[src/sv/affra_pkg.sv]
`default_nettype none
// ---------------------------------------------------------------------------
// affra_pkg
// Shared types and codes for the aligned first-fit range allocator.
// ---------------------------------------------------------------------------
package affra_pkg;

	localparam int ENTRY_W = 36;
	localparam int FIELD_W = 48;
	localparam int ST_W    = 3;

	// request commands
	localparam logic CMD_ALLOC = 1'b0;
	localparam logic CMD_FREE  = 1'b1;

	// result status codes
	localparam logic [ST_W-1:0] ST_OK      = 3'd0;
	localparam logic [ST_W-1:0] ST_BAD     = 3'd1;
	localparam logic [ST_W-1:0] ST_NOFIT   = 3'd2;
	localparam logic [ST_W-1:0] ST_FULL    = 3'd3;
	localparam logic [ST_W-1:0] ST_OUTSIDE = 3'd4;

	// configuration register indexes
	localparam logic REG_BASE_PAGE = 1'b0;
	localparam logic REG_PAGES     = 1'b1;

	typedef struct packed {
		logic               command;
		logic [FIELD_W-1:0] size_bytes;
		logic [FIELD_W-1:0] align_bytes;
		logic [FIELD_W-1:0] free_address;
	} req_t;

	typedef struct packed {
		logic [FIELD_W-1:0] address;
		logic [ST_W-1:0]    status;
	} rsp_t;

	typedef struct packed {
		logic [ENTRY_W-1:0] start;
		logic [ENTRY_W-1:0] len;
	} entry_t;

	typedef enum logic [21:0] {
		S_IDLE = 22'h000001,
		S_INIT = 22'h000002,
		S_CHK1 = 22'h000004,
		S_CHK2 = 22'h000008,
		S_CHK3 = 22'h000010,
		S_RD   = 22'h000020,
		S_E1   = 22'h000040,
		S_E2   = 22'h000080,
		S_E3   = 22'h000100,
		S_E4   = 22'h000200,
		S_E5   = 22'h000400,
		S_ADEC = 22'h000800,
		S_FS   = 22'h001000,
		S_F1   = 22'h002000,
		S_F2   = 22'h004000,
		S_FDEC = 22'h008000,
		S_SHCK = 22'h010000,
		S_SHRD = 22'h020000,
		S_SHWR = 22'h040000,
		S_WR1  = 22'h080000,
		S_WR2  = 22'h100000,
		S_DONE = 22'h200000
	} state_t;

	// controller to datapath
	typedef struct packed {
		logic accept;
		logic init;
		logic chk1;
		logic chk2;
		logic chk3;
		logic rd;
		logic e1;
		logic e2;
		logic e3;
		logic e4;
		logic e5;
		logic adec;
		logic fs;
		logic f1;
		logic f2;
		logic fdec;
		logic shrd;
		logic shwr;
		logic wr1;
		logic wr2;
		logic done;
	} ctl_cmd_t;

	// datapath to controller
	typedef struct packed {
		logic need_init;
		logic is_free;
		logic reject_done;
		logic free_empty;
		logic fit;
		logic scan_last;
		logic adec_full;
		logic fs_below;
		logic fdec_full;
		logic sh_more;
		logic out_free;
	} dp_sts_t;

endpackage
`default_nettype wire

[src/sv/affra_ctrl.sv]
`default_nettype none
// ---------------------------------------------------------------------------
// affra_ctrl
// Sequencer: walks each request through check, scan, shift and write steps.
// ---------------------------------------------------------------------------
module affra_ctrl (
	input  wire logic               clk,
	input  wire logic               arst_n,
	input  wire logic               req_valid,
	output logic                    req_ready,
	input  wire affra_pkg::dp_sts_t sts,
	output affra_pkg::ctl_cmd_t     cmd
);
	import affra_pkg::*;

	state_t state_q, state_d;

	// next state
	always_comb begin
		state_d = state_q;
		unique case (state_q)
			S_IDLE: if (req_valid) state_d = sts.need_init ? S_INIT : S_CHK1;
			S_INIT: state_d = S_CHK1;
			S_CHK1: state_d = S_CHK2;
			S_CHK2: state_d = S_CHK3;
			S_CHK3: begin
				priority if (sts.reject_done) state_d = S_DONE;
				else if (sts.free_empty) state_d = S_F1;
				else state_d = S_RD;
			end
			S_RD:   state_d = sts.is_free ? S_FS : S_E1;
			S_E1:   state_d = S_E2;
			S_E2:   state_d = S_E3;
			S_E3:   state_d = S_E4;
			S_E4:   state_d = S_E5;
			S_E5:   state_d = S_ADEC;
			S_ADEC: begin
				priority if (!sts.fit) state_d = sts.scan_last ? S_DONE : S_RD;
				else if (sts.adec_full) state_d = S_DONE;
				else state_d = S_SHCK;
			end
			S_FS: begin
				if (sts.fs_below && !sts.scan_last) state_d = S_RD;
				else state_d = S_F1;
			end
			S_F1:   state_d = S_F2;
			S_F2:   state_d = S_FDEC;
			S_FDEC: state_d = sts.fdec_full ? S_DONE : S_SHCK;
			S_SHCK: state_d = sts.sh_more ? S_SHRD : S_WR1;
			S_SHRD: state_d = S_SHWR;
			S_SHWR: state_d = S_SHCK;
			S_WR1:  state_d = S_WR2;
			S_WR2:  state_d = S_DONE;
			S_DONE: if (sts.out_free) state_d = S_IDLE;
			default: state_d = S_IDLE;
		endcase
	end

	always_ff @(posedge clk or negedge arst_n) begin
		if (!arst_n) begin
			state_q <= S_IDLE;
		end else begin
			state_q <= state_d;
		end
	end

	// command decode
	assign req_ready  = (state_q == S_IDLE);
	assign cmd.accept = (state_q == S_IDLE) && req_valid;
	assign cmd.init   = (state_q == S_INIT);
	assign cmd.chk1   = (state_q == S_CHK1);
	assign cmd.chk2   = (state_q == S_CHK2);
	assign cmd.chk3   = (state_q == S_CHK3);
	assign cmd.rd     = (state_q == S_RD);
	assign cmd.e1     = (state_q == S_E1);
	assign cmd.e2     = (state_q == S_E2);
	assign cmd.e3     = (state_q == S_E3);
	assign cmd.e4     = (state_q == S_E4);
	assign cmd.e5     = (state_q == S_E5);
	assign cmd.adec   = (state_q == S_ADEC);
	assign cmd.fs     = (state_q == S_FS);
	assign cmd.f1     = (state_q == S_F1);
	assign cmd.f2     = (state_q == S_F2);
	assign cmd.fdec   = (state_q == S_FDEC);
	assign cmd.shrd   = (state_q == S_SHRD);
	assign cmd.shwr   = (state_q == S_SHWR);
	assign cmd.wr1    = (state_q == S_WR1);
	assign cmd.wr2    = (state_q == S_WR2);
	assign cmd.done   = (state_q == S_DONE);
endmodule
`default_nettype wire

[config.mk]
export PLATFORM = sky130hd
export DESIGN_NAME = affra_ctrl
export DESIGN_NICKNAME = d
export VERILOG_FILES = /design/src/sv/affra_pkg.sv /design/src/sv/affra_ctrl.sv
export SDC_FILE = /design/constraint.sdc
export NUM_CORES = 1
export LEC_CHECK = 0
export BUFFER_PORTS_ARGS = -buffer_cell sky130_fd_sc_hd__buf_2
export CAP_MARGIN = 20
export CELL_PAD_IN_SITES_DETAIL_PLACEMENT = 1
export CELL_PAD_IN_SITES_GLOBAL_PLACEMENT = 2
export CORE_UTILIZATION = 29
export DETAILED_ROUTE_END_ITERATION = 6
export PLACE_DENSITY = 0.86
export SLEW_MARGIN = 5
export SYNTH_ARGS = -nofsm -noshare
export SYNTH_HDL_FRONTEND = slang
export SYNTH_SLANG_ARGS = --single-unit
[constraint.sdc]
create_clock -name clk -period 1.8 [get_ports clk]
set_input_delay 0.18 -clock clk [delete_from_list [all_inputs] [get_ports clk]]
set_output_delay 0.18 -clock clk [all_outputs]
set_load 0.005 [all_outputs]
==> results.toml <==
[outcome]
outcome = "finished, violations left"
violations = "negative setup slack"

[route]
route.detailed.drc = 0
via_count = 1715
routedWlPerCell_um = 19.1
firstDrtPassIters = 4
ant_nets = 0
drtIter0Drc = 85
routed_via_density = 5.31
wirelength_um = 6170

[clock_tree]
clockRootBuffer = "clkbuf_8"
insertion_delay_ps = 260
clk_pin_slew_ps = 90
cts_tree = "yes"
clockBufferDepth = 2
numCtsBuffers = 3
h-tree-depth = 1
cts.sinks = 22

[synthesis]
synthCells = 150
synth_cell_types = 51
synth-seq-cells = 22
synth-xor-area-share = 0.0425
muxShareOfSynthArea = 0.00694
synth_area_um2 = 1440
yosysTopAreaCell = "dfrtp_1"
synth_enable_flop_cells = 0
ys.flop_type = "dfrtp_1"
synth_top_cell_area_share = 0.365
async_flop_share = 1.00
ys_seq_area_frac = 0.383
yosysMostFrequentCell = "dfrtp_1"
syn_nets = 164
synth_top_family_by_area = "simple AND/OR/NAND/NOR gates"
synth_compound_area_frac = 0.120
synth_simple_gate_area_frac = 0.411
synth_fa_ha_area_frac = 0
yosys-top-cells-count = "dfrtp_1, nor2_1, o21ai_0"
yosys-top-cells-area = "dfrtp_1, nor3b_1, nor2_1, and3_1, nor4_1"
ys_warn_count = 0
avgSynthCellArea_um2 = 9.61

[power]
power_density_nw_per_um2 = 1040
vdd_drop_max_mv = 0.506
total_power_uw = 2850
leakagePower_uw = 0.00132

[cells_and_area]
multi_input_area_um2 = 1200
final_nets = 271
syn_to_final_growth_pct = 90.5
n_fill_cell = 514
drive_above_1_share = 0.672
top_register = "state_q"
antenna_cells = 0
seq_area_um2 = 557
reg_top3 = "state_q (22)"
final_cells = 323
largest_register_ffs = 22

[timing]
worst_slew_pin_slew_ps = 729
setup_ws_ps = -599
slew_headroom = 0.510
hold-worst-slack_ps = 93.5
fmax_ghz = 0.417
rsz0062_at_grt = "yes"
finalMaxSlewViolations = 0
hold_violations = 0
period_minus_slack_ps = 2400
post-route-period-util = 1.33
final.setup_skew_ps = 7.05
setup_violations = 38

[global_route]
grtUsageTotal = 0.203
grt_pass1_vias = 1603
grt_max_degree = 23
grt_pass1_wl_um = 8130
antenna_found_initial = 0
grt.overflow.total = 0

[worst_setup_path]
crit_fanout = 4
cp_data_required_time_ps = 1620
cp-start-kind = "flop"
crit_type = "reg -> out"
r2r_setup_slack_ps = -370
end_kind = "output pin"
arrival_ps = 2220

[floorplan]
pin_count = 36
rows = 25
die_x_um = 72.5
die_y_um = 72.5
die_area_um2 = 5260
core_area_um2 = 4750
start_util = 0.303

[job]
drv_cap = 0

[min_path]
hp-class = "in -> reg"

[placed_design]
place_inst = 293
io_buffers = 35
place_congestion = 0.800
dpl.hpwl_um = 3220
-- where the power goes --
| group | switching (µW) | internal, µW | leakage, µW |
|---|---|---|---|
| Clock | 166 | 195 | 0.0000288 |
| Combinational | 879 | 1020 | 0.000993 |
| Sequential | 47.1 | 542 | 0.000296 |
-- worst max-delay path: stages, from the launching register on --
cell,delay [ps]
dfrtp_1,440
nor3_4,350
nand4_2,240
or4_4,520
nor3b_4,260
buf_2,150
-- placed cells by master (no fill, tap or decap), types with 2 or more instances in the layout --
master    count
dfrtp_2       4
o21ai_0       7
and3_4        2
nor4b_2       2
nor4b_4       4
buf_6        21
nor3_4        3
nor3b_2       6
xnor2_1       3
xor2_1        4
nand2b_1      6
nor4_4        5
and2_1        2
buf_2        30
nand3_4       3
or4_4         3
dfrtp_1      17
nor2_2        2
nand3_1       3
nor2_1       10
or4_1         2
nor4_2        3
nor3b_4       2
and3_1        5
and4_4        2
inv_1         5
buf_4        55
nand2_4       2
nor2b_4       2
clkbuf_8      4
-- final timing paths --
kind,start,end,depth (start not counted)
min in group asynchronous,arst_n,state_q[20],2
setup reg to reg,state_q[16],state_q[21],6
setup / recovery,state_q[16],cmd[16],5
max in group asynchronous,arst_n,state_q[6],2
hold / removal,sts[1],state_q[19],2
hold reg to reg,state_q[14],state_q[14],2
-- timing repair --
item	CTS	global route
cloned	0	0
setup buffers	21	12
pin swaps	26	18
gates resized for setup	40	48
hold buffers	1	0
setup endpoints to repair	36	43
endpoints found under the hold margin	21	0
-- routing by layer --
metal	routed length (µm)	global-route usage	vias to the layer above
met5	0	0	-
met4	214	0.0436	0
met3	150	0.0181	16
met2	3330	0.368	38
met1	2480	0.262	878
li1	-	-	783
-- stage by stage --
stage                      util  area (µm²)  setup slack, ps  TNS (ps)
final                     0.578        2750             -599    -11070
after detailed placement  0.435        2070             -237     -3010
after floorplan               -        1490             -109      -754
after global placement    0.435        2070             -195     -2360
after global routing      0.578        2750             -647    -13920
after CTS                 0.511        2430             -486    -10170
-- final cells by class --
| cell class | instances | area share |
|---|---|---|
| clock buffer | 4 | 0.0200 |
| tap | 67 | 0.0305 |
| inverter | 6 | 0.00820 |
| multi-input combinational | 116 | 0.436 |
| sequential | 22 | 0.203 |
| timing repair buffer | 108 | 0.302 |
-- cell families (layout without fill, tap and decap cells) --
| group | after synthesis | in the layout |
|---|---|---|
| muxes | 1 | 1 |
| AOI/OAI and AO/OA | 23 | 23 |
| DFF | 22 | 22 |
| buffers and inverters | 12 | 118 |
| and+or+nand+nor | 85 | 85 |
| xor gates and xnor gates | 7 | 7 |
(Power assumes the default switching activity.)
